--- config.mk ---
export PLATFORM = sky130hd
export DESIGN_NAME = bmm_ctrl
export DESIGN_NICKNAME = d
export VERILOG_FILES = /design/src/design/bmm_pkg.sv /design/src/design/bmm_ctrl.sv
export SDC_FILE = /design/constraint.sdc
export NUM_CORES = 1
export LEC_CHECK = 0
export ABC_AREA = 1
export BUFFER_PORTS_ARGS = -buffer_cell sky130_fd_sc_hd__buf_2
export CAP_MARGIN = 10
export CORE_AREA = 2 2 39 41
export CTS_BUF_LIST = sky130_fd_sc_hd__clkbuf_8
export DETAILED_ROUTE_END_ITERATION = 10
export DIE_AREA = 0 0 41 43
export HOLD_SLACK_MARGIN = 0.03
export PLACE_DENSITY = 0.46
export SLEW_MARGIN = 20
export SYNTH_ARGS = -nofsm -noshare
export SYNTH_HDL_FRONTEND = slang
export SYNTH_SLANG_ARGS = --single-unit
--- constraint.sdc ---
create_clock -name clk -period 2.07 [get_ports clk]
set_clock_uncertainty 0.2 [all_clocks]
set_input_delay 0.621 -clock clk [delete_from_list [all_inputs] [get_ports clk]]
set_output_delay 0.621 -clock clk [all_outputs]
set_load 0.02 [all_outputs]
--- src/design/bmm_pkg.sv ---
package bmm_pkg;
  localparam int MaxVertices = 32;
  localparam int CountW = 6;
  localparam int RowW = 32;
  localparam int IdxW = 5;
  localparam logic [1:0] AddrLeftCount = 2'd0;
  localparam logic [1:0] AddrRightCount = 2'd1;

  // controller -> datapath
  typedef struct packed {
    logic load;        // write adjacency row
    logic run_start;   // clear partners, root = 0
    logic root_begin;  // push root frame, clear visited
    logic scan;        // scan top frame
    logic root_next;   // advance root
  } bmm_cmd_t;

  // datapath -> controller
  typedef struct packed {
    logic roots_done;
    logic root_skip;
    logic search_done;
  } bmm_stat_t;
endpackage

--- src/design/bmm_ctrl.sv ---
module bmm_ctrl (
  input  logic               clk,
  input  logic               rst,
  input  logic               in_fire,
  input  logic               mode,
  output logic               ready,
  output logic               out_valid,
  input  logic               out_ready,
  output bmm_pkg::bmm_cmd_t  cmd,
  input  bmm_pkg::bmm_stat_t stat
);
  import bmm_pkg::*;

  typedef enum logic [2:0] {S_IDLE, S_ROOT, S_SCAN, S_DONE} state_t;
  state_t state;

  assign ready = (state == S_IDLE);

  always_comb begin
    cmd = '0;
    cmd.load = in_fire && !mode;
    cmd.run_start = in_fire && mode;
    cmd.root_begin = (state == S_ROOT) && !stat.roots_done && !stat.root_skip;
    cmd.root_next = (state == S_ROOT) && !stat.roots_done && stat.root_skip
                    || (state == S_SCAN) && stat.search_done;
    cmd.scan = (state == S_SCAN);
  end

  always_ff @(posedge clk) begin
    if (rst) begin
      state <= S_IDLE;
      out_valid <= 1'b0;
    end else begin
      unique case (state)
        S_IDLE: if (in_fire && mode) state <= S_ROOT;
        S_ROOT: begin
          if (stat.roots_done) begin
            state <= S_DONE;
            out_valid <= 1'b1;
          end else if (!stat.root_skip) begin
            state <= S_SCAN;
          end
        end
        S_SCAN: if (stat.search_done) state <= S_ROOT;
        S_DONE: begin
          if (out_ready) begin
            out_valid <= 1'b0;
            state <= S_IDLE;
          end
        end
        default: state <= S_IDLE;
      endcase
    end
  end

  assert property (@(posedge clk) disable iff (rst) out_valid |-> state == S_DONE)
    else $error("result shown outside done");
  assert property (@(posedge clk) disable iff (rst) in_fire |-> state == S_IDLE)
    else $error("request taken while busy");
  assert property (@(posedge clk) disable iff (rst)
    (out_valid && !out_ready) |=> out_valid)
    else $error("result dropped");
endmodule
==> results of run 1 <==
==> layout make-up <==
class,instances,share of cell area
clock buffers,3,0.117
flip-flops and latches,3,0.170
inverters,11,0.117
well taps,16,0.0567
repair buffers,14,0.199
multi-input cells,26,0.330
clock inverters,1,0.0106
==> flip-flops by register name (all words and copies together) (netlist names) <==
| signal | flops |
|---|---|
| out_valid | 1 |
| state | 2 |
==> cells in the mapped netlist (all sizes together) <==
cell	instances
nor3b	1
nor2	7
nand2	12
o21ai	2
o31ai	1
inv	11
nand3	1
a21oi	1
nor3	1
dfxtp	3
==> per-stage QoR <==
step	util	area [µm²]	hold slack (ns)	total power, W	worst slack (ns)
3_5_place_dp	0.222	308	0.268	0.000338	0.113
3_3_place_gp	0.222	308	0.274	0.000339	0.126
2_1_floorplan	-	218	0.297	0.000272	0.0668
5_1_grt	0.255	353	0.322	0.000550	0.0509
6_report	0.255	353	0.281	0.000504	0.122
4_1_cts	0.255	353	0.278	0.000511	0.113
==> how the worst max path moves through the flow <==
stage | slack [ns] | start | end | cells past startpoint
6_report | 0.12 | stat[2] | cmd[0] | 5
5_1_grt | 0.05 | stat[2] | cmd[0] | 5
4_1_cts | 0.11 | stat[2] | cmd[0] | 5
3_5_place_dp | 0.11 | stat[2] | cmd[0] | 5
3_3_place_gp | 0.13 | stat[2] | cmd[0] | 5
2_1_floorplan | 0.07 | stat[2] | cmd[0] | 3
==> cell families after synthesis <==
kind of cell	Yosys count
AOI/OAI and AO/OA	4
buffers and inverters	11
DFF	3
and+or+nand+nor	22
==> layout by cell type, fill, tap and decap left out <==
cell / n
a21oi_1: 1
buf_2: 14
clkbuf_8: 3
dfxtp_1: 3
inv_1: 12
nand2_1: 11
nand2_2: 1
nand3_1: 1
nor2_1: 6
nor2_2: 1
nor3_1: 1
nor3b_1: 1
o21ai_0: 1
o21ai_1: 1
o31ai_1: 1
==> metal layers <==
metal	vias up	GRT usage	wire (µm)
met5	-	0	0
met1	103	0.0865	261
met2	11	0.0938	220
met3	2	0.0314	41
li1	153	-	-
met4	0	0.0800	14
==> power breakdown <==
| group | internal, W | leakage, nW | switching, W | total (W) |
|---|---|---|---|---|
| Clock | 0.000127 | 0.0269 | 0.0000416 | 0.000168 |
| Sequential | 0.0000803 | 0.0247 | 0.0000198 | 0.000100 |
| Combinational | 0.0000812 | 0.176 | 0.000154 | 0.000235 |
==> worst max-delay path, delay by kind of cell <==
| family | cells | cell delay [ns] |
|---|---|---|
| simple gates | 1 | 0.05 |
| buf+inv | 3 | 0.33 |
| compound gates | 1 | 0.12 |
==> metrics.md, run 1 <==
| Metric | Value |
|---|---|
| Number of synthesized register bits | `3` |
| # clock sinks | `3` |
| Synth top area cells | `dfxtp_1 (28%), inv_1 (19%), nand2_1 (19%), nor2_1 (10%), nor3b_1 (3.4%)` |
| R2r setup slk | `around 0.8 ns` |
| Post-synthesis cell area | `218 µm²` |
| Synth Area in XOR/XNOR | `0` |
| Largest net degree at the start of global routing | `6` |
| Worst Path Required | `approximately 1.3 ns` |
| First DRT Iteration DRCs | `8` |
| Mapped Cells | `40` |
| Post-CTS setup buffers | `0` |
| CTS Hold Bufs | `0` |
| Final Cycle Share | `0.941` |
| Hold path endpoint | `out_valid` |
| Placed instance count | `70` |
| WHS Path Cells | `2` |
| Die Height | `43 µm` |
| Leak Pwr | `0.227 nW` |
| Most frequent CP cell | `buf_2` |
| Max clock buf depth | `2` |
| Port bufs | `14` |
| Htree depth | `1` |
| Die Width | `between 40 and 50 µm` |
| Fin nets | `67` |
| Critical Path Sink Type | `output pin` |
| Pins over their slew limit | `0` |
| Flip-flop and latch area | `roughly 60 µm²` |
| Area of the multi-input gates | `around 120 µm²` |
| Starting density of the core | `0.157` |
| Syn_area_per_cell | `5.44 µm²` |
| DR vias/cell | `3.64` |
| Synth Area in Adders | `0` |
| Peak VDD IR | `0.350 mV` |
| Crit Path Max Fanout | `3` |
| Dominant cell type by area after synthesis | `dfxtp_1` |
| CTS tree | `yes` |
| Crit path cell chain | `buf_2 -> inv_1 -> nand2_1 -> o21ai_0 -> buf_2` |
| Final GP Congestion | `~0.73` |
| Worst r2r src | `state[1]` |
| Hold_sp | `out_valid` |
| Hold Path Class | `reg2reg` |
| Syn nets | `48` |
| Worst-Margin Slew | `0.185 ns` |
| First-pass GRT wire length | `a little over 800 µm` |
| CP max stage cell | `buf_2` |
| DR vias | `between 200 and 300` |
| Synth Area in Simple Gates | `0.431` |
| Num CTS Buffers | `3` |
| Die Outline Area | `roughly 1800 µm²` |
| Fin crit period | `about 1.9 ns` |
| Pre-antenna DRT Iters | `2` |
| Vias in the first global route | `between 200 and 250` |
| DP HPWL | `427 µm` |
| Max-cap violations | `0` |
| Reg clk slew, reported paths | `~0.030 ns` |
| Post-route ant nets | `0` |
| Clock Tree Root | `clkbuf_8` |
| PostCTS Resize Cnt | `0` |
| PwrDens | `between 1000 and 1500 nW/µm²` |
| Final Hold Fails | `0` |
| Seq/Total Area, Yosys | `0.276` |
| Startpoint Class | `primary input` |
| Core ar. | `1380 µm²` |
| Cell Rows | `14` |
| RSZ-0062 raised after global routing | `false` |
| # IOs | `15` |
| Post-route non-filler standard cell count | `74` |
| Aggregate global-route resource usage | `0.0752` |
| Post-Route WL | `539 µm` |
| Mux share of post-synthesis cell area | `0` |
| Antenna violations before repair | `0` |
| Fillers | `approximately 160` |
| Final Setup Violations | `0` |
| Reg-to-reg endpoint | `state[0]` |
| Post-route DRC violation count | `0` |
| Post-synth top area share | `0.276` |
| Largest family of logic cells by synthesized area | `simple AND/OR/NAND/NOR gates` |
| Yosys cell types | `13` |
| Crit path kind | `in2out` |
| Status | `finished clean` |
| Slew HR | `0.875` |
| Layout cells sized above 1 | `0.328` |
| Yosys warns | `0` |
| R2R depth | `7` |
| Synth Area in Compound Gates | `0.103` |
| Total negative slack | `0 ns` |
| ANT cells | `0` |
| Layout overhead on the synthesized area | `62.1%` |
| GR Overflow Total | `0` |
| Fmax | `between 0.5 and 0.6 GHz` |
| Clk_lat worst skew | `0.22 ns` |
| Max incr delay on CP | `roughly 0.18 ns` |
| Drt wl/cell | `about 7.3 µm` |
| Crit path DAT | `roughly 1.1 ns` |
No activity file was read; power rests on OpenSTA's default activity.
==> inputs of run 2 (changes only) <==
==> constraint.sdc (replaced) <==
create_clock -name clk -period 2.07 [get_ports clk]
set_clock_uncertainty 0.2 [all_clocks]
set_input_delay 0.207 -clock clk [delete_from_list [all_inputs] [get_ports clk]]
set_output_delay 0.207 -clock clk [all_outputs]
set_load 0.02 [all_outputs]
==> run 2 against run 1 <==
  * Combinational power barely moved
  * Maximum frequency rose by 31%
  * Non-clock buffer count rose by 1
  * Hold slack got worse by 0.17 ns
  * Global-route usage barely moved
  * Wire length did not move
  * Cell area rose by 2.8%
  * Sequential power barely moved
  * First-iteration DRC count rose by 100%
  * Sequential share of layout area fell by 0.47 points
  * Utilization rose by 0.72 points
==> metrics.md, run 2 (synthesis gave the netlist of run 1 again) <==
| Metric | Value |
|---|---|
| Port bufs | `14 (unchanged)` |
| Slew HR | `0.874 (was 0.875)` |
| Max clock buf depth | `2 (unchanged)` |
| Cell Rows | `14 (unchanged)` |
| Final GP Congestion | `0.698 (was 0.727)` |
| Switching share of power | `0.422 (was 0.428)` |
| Largest registers | `state (2), out_valid (1) (unchanged)` |
| Num CTS Buffers | `3 (unchanged)` |
| Post-CTS setup buffers | `0 (unchanged)` |
| DR vias | `281 (was 269)` |
| CTS tree | `yes (unchanged)` |
| PwrDens | `1380 nW/µm² (was 1430 nW/µm²)` |
| # IOs | `15 (unchanged)` |
| Final Cycle Share | `0.717 (was 0.941)` |
| Leak Pwr | `0.231 nW (was 0.227 nW)` |
| Startpoint Class | `flop (was primary input)` |
| DP HPWL | `433 µm (was 427 µm)` |
| Aggregate global-route resource usage | `0.0752 (about the same)` |
| GR Overflow Total | `0 (unchanged)` |
| Pre-antenna DRT Iters | `4 (was 2)` |
| Critical Path Sink Type | `output pin (unchanged)` |
| Drt wl/cell | `7.19 µm (was 7.28 µm)` |
| CTS Hold Bufs | `1 (was 0)` |
| Fmax | `0.674 GHz (was 0.513 GHz)` |
| DR vias/cell | `3.75 (was 3.64)` |
| Vias in the first global route | `229 (was 225)` |
| Layout overhead on the synthesized area | `66.7% (was 62.1%)` |
| Crit path kind | `reg2out (was in2out)` |
| Clk_lat worst skew | `0.21 ns (was 0.22 ns)` |
| First DRT Iteration DRCs | `16 (was 8)` |
| Total negative slack | `0 ns (unchanged)` |
| Hold Path Class | `in2reg (was reg2reg)` |
| Worst Path Required | `1.66 ns (was 1.25 ns)` |
| Core ar. | `1380 µm² (unchanged)` |
| Die Height | `43 µm (unchanged)` |
| Fin crit period | `1.48 ns (was 1.95 ns)` |
| Crit Path Max Fanout | `4 (was 3)` |
| PostCTS Resize Cnt | `0 (unchanged)` |
| Pwr Total | `0.000500 W (was 0.000504 W)` |
| Peak VDD IR | `0.466 mV (was 0.350 mV)` |
| Number of flip-flops in the largest register | `2 (unchanged)` |
| Cell-internal power | `0.000289 W (was 0.000288 W)` |
| Status | `finished clean (unchanged)` |
| # clock sinks | `3 (unchanged)` |
| Post-Route WL | `539 µm (unchanged)` |
| Reg clk slew, reported paths | `0.03 ns (about the same)` |
| Leading cell type in the layout, fill and taps excluded | `buf_2 (unchanged)` |
| R2r setup slk | `0.78 ns (was 0.80 ns)` |
| Starting density of the core | `0.157 (unchanged)` |
| Htree depth | `1 (unchanged)` |
| Worst-Margin Slew | `0.187 ns (was 0.185 ns)` |
| Fin nets | `68 (was 67)` |
| Max-cap violations | `0 (unchanged)` |
| Final Hold Fails | `0 (unchanged)` |
| Pins over their slew limit | `0 (unchanged)` |
| P_sw | `0.000211 W (was 0.000216 W)` |
| Layout cells sized above 1 | `0.322 (was 0.328)` |
| Antenna violations before repair | `0 (unchanged)` |
| Largest net degree at the start of global routing | `6 (unchanged)` |
| Die Width | `41 µm (unchanged)` |
| Fillers | `166 (was 156)` |
| Clk pwr share | `0.325 (was 0.334)` |
| Comb pwr share | `0.475 (was 0.467)` |
| RSZ-0062 raised after global routing | `false (unchanged)` |
| Flop pwr share | `0.200 (was 0.199)` |
| Final Setup Violations | `0 (unchanged)` |
| Post-route DRC violation count | `0 (unchanged)` |
| Top reg by flops | `state (unchanged)` |
| Post-route ant nets | `0 (unchanged)` |
| Hold WS | `0.109 ns (was 0.281 ns)` |
| Clock Tree Root | `clkbuf_8 (unchanged)` |
| First-pass GRT wire length | `834 µm (was 821 µm)` |
| Crit path DAT | `1.08 ns (was 1.13 ns)` |
| ANT cells | `0 (unchanged)` |
| Most frequent cells in the layout | `buf_2 (14), inv_1 (12), nand2_1 (11) (unchanged)` |
| Die Outline Area | `1760 µm² (unchanged)` |
## run 2: worst max-delay path: stages (launching register included)
cell     delay (ns)
dfxtp_1        0.32
inv_1          0.10
nand2_1        0.11
o21ai_0        0.16
buf_2          0.18
## run 2: area by class of cell
cell class                 instances  area, µm²  area share
inverter                          11       41.3       0.114
tap                               16       20.0      0.0552
clock buffer                       3       41.3       0.114
multi-input combinational         26        116       0.321
clock inverter                     1       3.75      0.0103
timing repair buffer              15       80.1       0.221
sequential                         3       60.1       0.166
## run 2: power by group through the flow
| stage | Combinational [W] | Clock [W] | Sequential [W] |
|---|---|---|---|
| finish | 0.000238 | 0.000163 | 0.0000999 |
| global route | 0.000265 | 0.000177 | 0.000107 |
| CTS | 0.000240 | 0.000169 | 0.000100 |
| detailed placement | 0.000238 | 0 | 0.000101 |
| global placement | 0.000239 | 0 | 0.000100 |
| floorplan | 0.000170 | 0 | 0.000102 |
## run 2: layer usage
layer  up-vias  routed length (µm)  global-route usage
li1        155                   -                   -
met2        14                 234              0.0844
met5         -                   0                   0
met3         0                  55              0.0471
met1       112                 249              0.0958
met4         0                   0              0.0600
## run 2: path summary, 6_finish.rpt
path / from / end / depth (start not counted)
max: state[1] / cmd[0] / 4
min: stat[2] / out_valid / 3
max reg2reg: state[1] / state[0] / 7
min reg2reg: out_valid / out_valid / 2
## run 2: per-stage QoR
| step | instance area, µm² | instances | util | worst slack, ns |
|---|---|---|---|---|
| 6_report | 363 | 75 | 0.262 | 0.587 |
| 5_1_grt | 363 | 75 | 0.262 | 0.485 |
| 4_1_cts | 363 | 75 | 0.262 | 0.570 |
| 3_5_place_dp | 308 | 70 | 0.222 | 0.780 |
| 3_3_place_gp | 308 | 70 | 0.222 | 0.785 |
| 2_1_floorplan | 218 | 40 | - | 0.688 |
==> inputs of run 3 (changes only) <==
- clock period: 2.07 -> 1.4 ns (I/O delays scaled with it)
==> run 3 against run 2 <==
  * Setup slack worse by 0.50 ns
  * Critical path type unchanged
  * Critical path depth stayed put
  * Utilization is 1.8 points higher
==> metrics.md, run 3 (synthesis gave the netlist of run 1 again) <==
| Metric | Value |
|---|---|
| Slew HR | `0.874 (about the same)` |
| Worst Path Required | `1.06 ns (was 1.66 ns)` |
| Starting density of the core | `0.157 (unchanged)` |
| Die Outline Area | `1760 µm² (unchanged)` |
| M2 GR Usage | `0.0969 (was 0.0844)` |
| DP HPWL | `417 µm (was 433 µm)` |
| Worst-Margin Slew | `0.188 ns (was 0.187 ns)` |
| Max incr delay on CP | `0.33 ns (was 0.32 ns)` |
| ANT cells | `0 (unchanged)` |
| Number of flip-flops in the largest register | `2 (unchanged)` |
| Reg clk slew, reported paths | `0.03 ns (about the same)` |
| Top Usage Layer GRT | `met4 (was met1)` |
| Final GP Congestion | `0.765 (was 0.698)` |
| # clock sinks | `3 (unchanged)` |
| Crit path depth | `4 (unchanged)` |
| Final Hold Fails | `0 (unchanged)` |
| Startpoint Class | `flop (unchanged)` |
| CTS tree | `yes (unchanged)` |
| Die Height | `43 µm (unchanged)` |
| Clk_lat worst skew | `0.22 ns (was 0.21 ns)` |
| Largest registers | `state (2), out_valid (1) (unchanged)` |
| Aggregate global-route resource usage | `0.0742 (was 0.0752)` |
| CP max stage cell | `dfxtp_2 (was dfxtp_1)` |
| WHS Path Cells | `4 (was 3)` |
| Met1 Use GR | `0.0769 (was 0.0958)` |
| Post-Route WL | `550 µm (was 539 µm)` |
| Hold_sp | `out_ready (was stat[2])` |
| Layout overhead on the synthesized area | `78.2% (was 66.7%)` |
| Fin area | `388 µm² (was 363 µm²)` |
| Post-route DRC violation count | `0 (unchanged)` |
| Num CTS Buffers | `3 (unchanged)` |
| RSZ-0062 raised after global routing | `false (unchanged)` |
| Final core occ | `0.280 (was 0.262)` |
| Largest net degree at the start of global routing | `6 (unchanged)` |
| Post-CTS setup buffers | `0 (unchanged)` |
| Crit Path Max Fanout | `4 (unchanged)` |
| Worst path bufs/invs | `2 (unchanged)` |
| Post-route ant nets | `0 (unchanged)` |
| GR Overflow Total | `0 (unchanged)` |
| Fin crit period | `between 1 and 1.5 ns` |
| Port bufs | `14 (unchanged)` |
| Core ar. | `1380 µm² (unchanged)` |
| # IOs | `15 (unchanged)` |
| Total negative slack | `0 ns (unchanged)` |
| PwrDens | `2020 nW/µm² (was 1380 nW/µm²)` |
| First DRT Iteration DRCs | `2 (was 16)` |
| Fmax | `0.762 GHz` |
| Leading cell type in the layout, fill and taps excluded | `buf_2 (unchanged)` |
| Top reg by flops | `state (unchanged)` |
| Hold path endpoint | `out_valid (unchanged)` |
| Clock Tree Root | `clkbuf_8 (unchanged)` |
| Crit path kind | `reg2out (unchanged)` |
| Worst r2r src | `state[1] (unchanged)` |
| Crit path cell chain | `inv_2 -> nand2_2 -> o21ai_1 -> buf_4 (was inv_1 -> nand2_1 -> o21ai_0 -> buf_2)` |
| Grt met3 use | `0.0209 (was 0.0471)` |
| DR vias | `271 (was 281)` |
| Dpl cell area | `308 µm² (unchanged)` |
| First-pass GRT wire length | `814 µm (was 834 µm)` |
| Pins over their slew limit | `0 (unchanged)` |
| CP delay by family, top | `flip-flops (unchanged)` |
| Vias in the first global route | `236 (was 229)` |
| Hold Path Class | `in2reg (unchanged)` |
| Layout cells sized above 1 | `0.433 (was 0.322)` |
| R2R depth | `7 (unchanged)` |
| Max-cap violations | `0 (unchanged)` |
| Max clock buf depth | `2 (unchanged)` |
| Cell Rows | `14 (unchanged)` |
| Die Width | `41 µm (unchanged)` |
| Final Cycle Share | `0.938` |
| Pre-antenna DRT Iters | `2 (was 4)` |
| Final Setup Violations | `0 (unchanged)` |
| Most frequent cells in the layout | `buf_2 (13), inv_1 (10), nand2_1 (9) (was buf_2 (14), inv_1 (12), nand2_1 (11))` |
| Reg-to-reg endpoint | `state[0] (unchanged)` |
| Antenna violations before repair | `0 (unchanged)` |
| Fin nets | `69 (was 68)` |
| Crit path DAT | `0.97 ns (was 1.08 ns)` |
| Status | `finished clean (unchanged)` |
| R2r setup slk | `0.18 ns (was 0.78 ns)` |
| Critical Path Sink Type | `output pin (unchanged)` |
| Htree depth | `1 (unchanged)` |
| Leak Pwr | `0.237 nW (was 0.231 nW)` |
| Peak VDD IR | `0.553 mV (was 0.466 mV)` |
| DR vias/cell | `3.57 (was 3.75)` |
| Drt wl/cell | `7.24 µm (was 7.19 µm)` |
==> run 3: worst register-to-register path: stages (launching register included) <==
cell     delay [ns]
dfxtp_2        0.35
inv_2          0.06
nand2_2        0.09
nor2_1         0.06
nor2_2         0.08
nand2_2        0.07
o21ai_1        0.14
inv_1          0.05
==> run 3: final cells by class <==
type | count | area, µm²
fillers | 164 | 996
repair buffers | 16 | 92.6
multi-input cells | 26 | 126
flip-flops and latches | 3 | 62.6
clock inverters | 1 | 3.75
clock buffers | 3 | 41.3
inverters | 11 | 41.3
well taps | 16 | 20.0
==> run 3: routing by layer <==
metal  wire length (µm)  share of wire  vias up
met4                 17          0.031        0
met5                  0              0        -
met2                229           0.42       10
li1                   -              -      156
met3                 43          0.078        2
met1                260           0.47      103
==> run 3: stage by stage <==
step / hold slack, ns / std cells / worst slack, ns / power, W
2_1_floorplan: 0.00907 / 40 / 0.0448 / 0.000402
3_3_place_gp: 0.155 / 70 / 0.110 / 0.000502
3_5_place_dp: 0.145 / 70 / 0.113 / 0.000500
4_1_cts: 0.0985 / 76 / 0.0207 / 0.000773
5_1_grt: 0.118 / 76 / 0.00507 / 0.000847
6_report: 0.0948 / 76 / 0.0872 / 0.000782
==> run 3: timing repair <==
action | CTS | global route
setup endpoints to repair | 2 | 2
cloned | 0 | 0
endpoints found under the hold margin | 2 | 0
gates resized for setup | 3 | 6
hold buffers | 2 | 0
==> run 3: where the power goes <==
part           internal (W)  total, W  switching, W
logic              0.000138  0.000375      0.000237
registers          0.000125  0.000162     0.0000370
clock network      0.000187  0.000245     0.0000582
==> run 3: worst max path at each step <==
| stage | from | end |
|---|---|---|
| after floorplan | state[1] | state[1] |
| after global placement | state[1] | state[0] |
| after detailed placement | state[1] | state[0] |
| after CTS | state[0] | cmd[0] |
| after global routing | state[0] | cmd[0] |
| final | state[1] | cmd[0] |
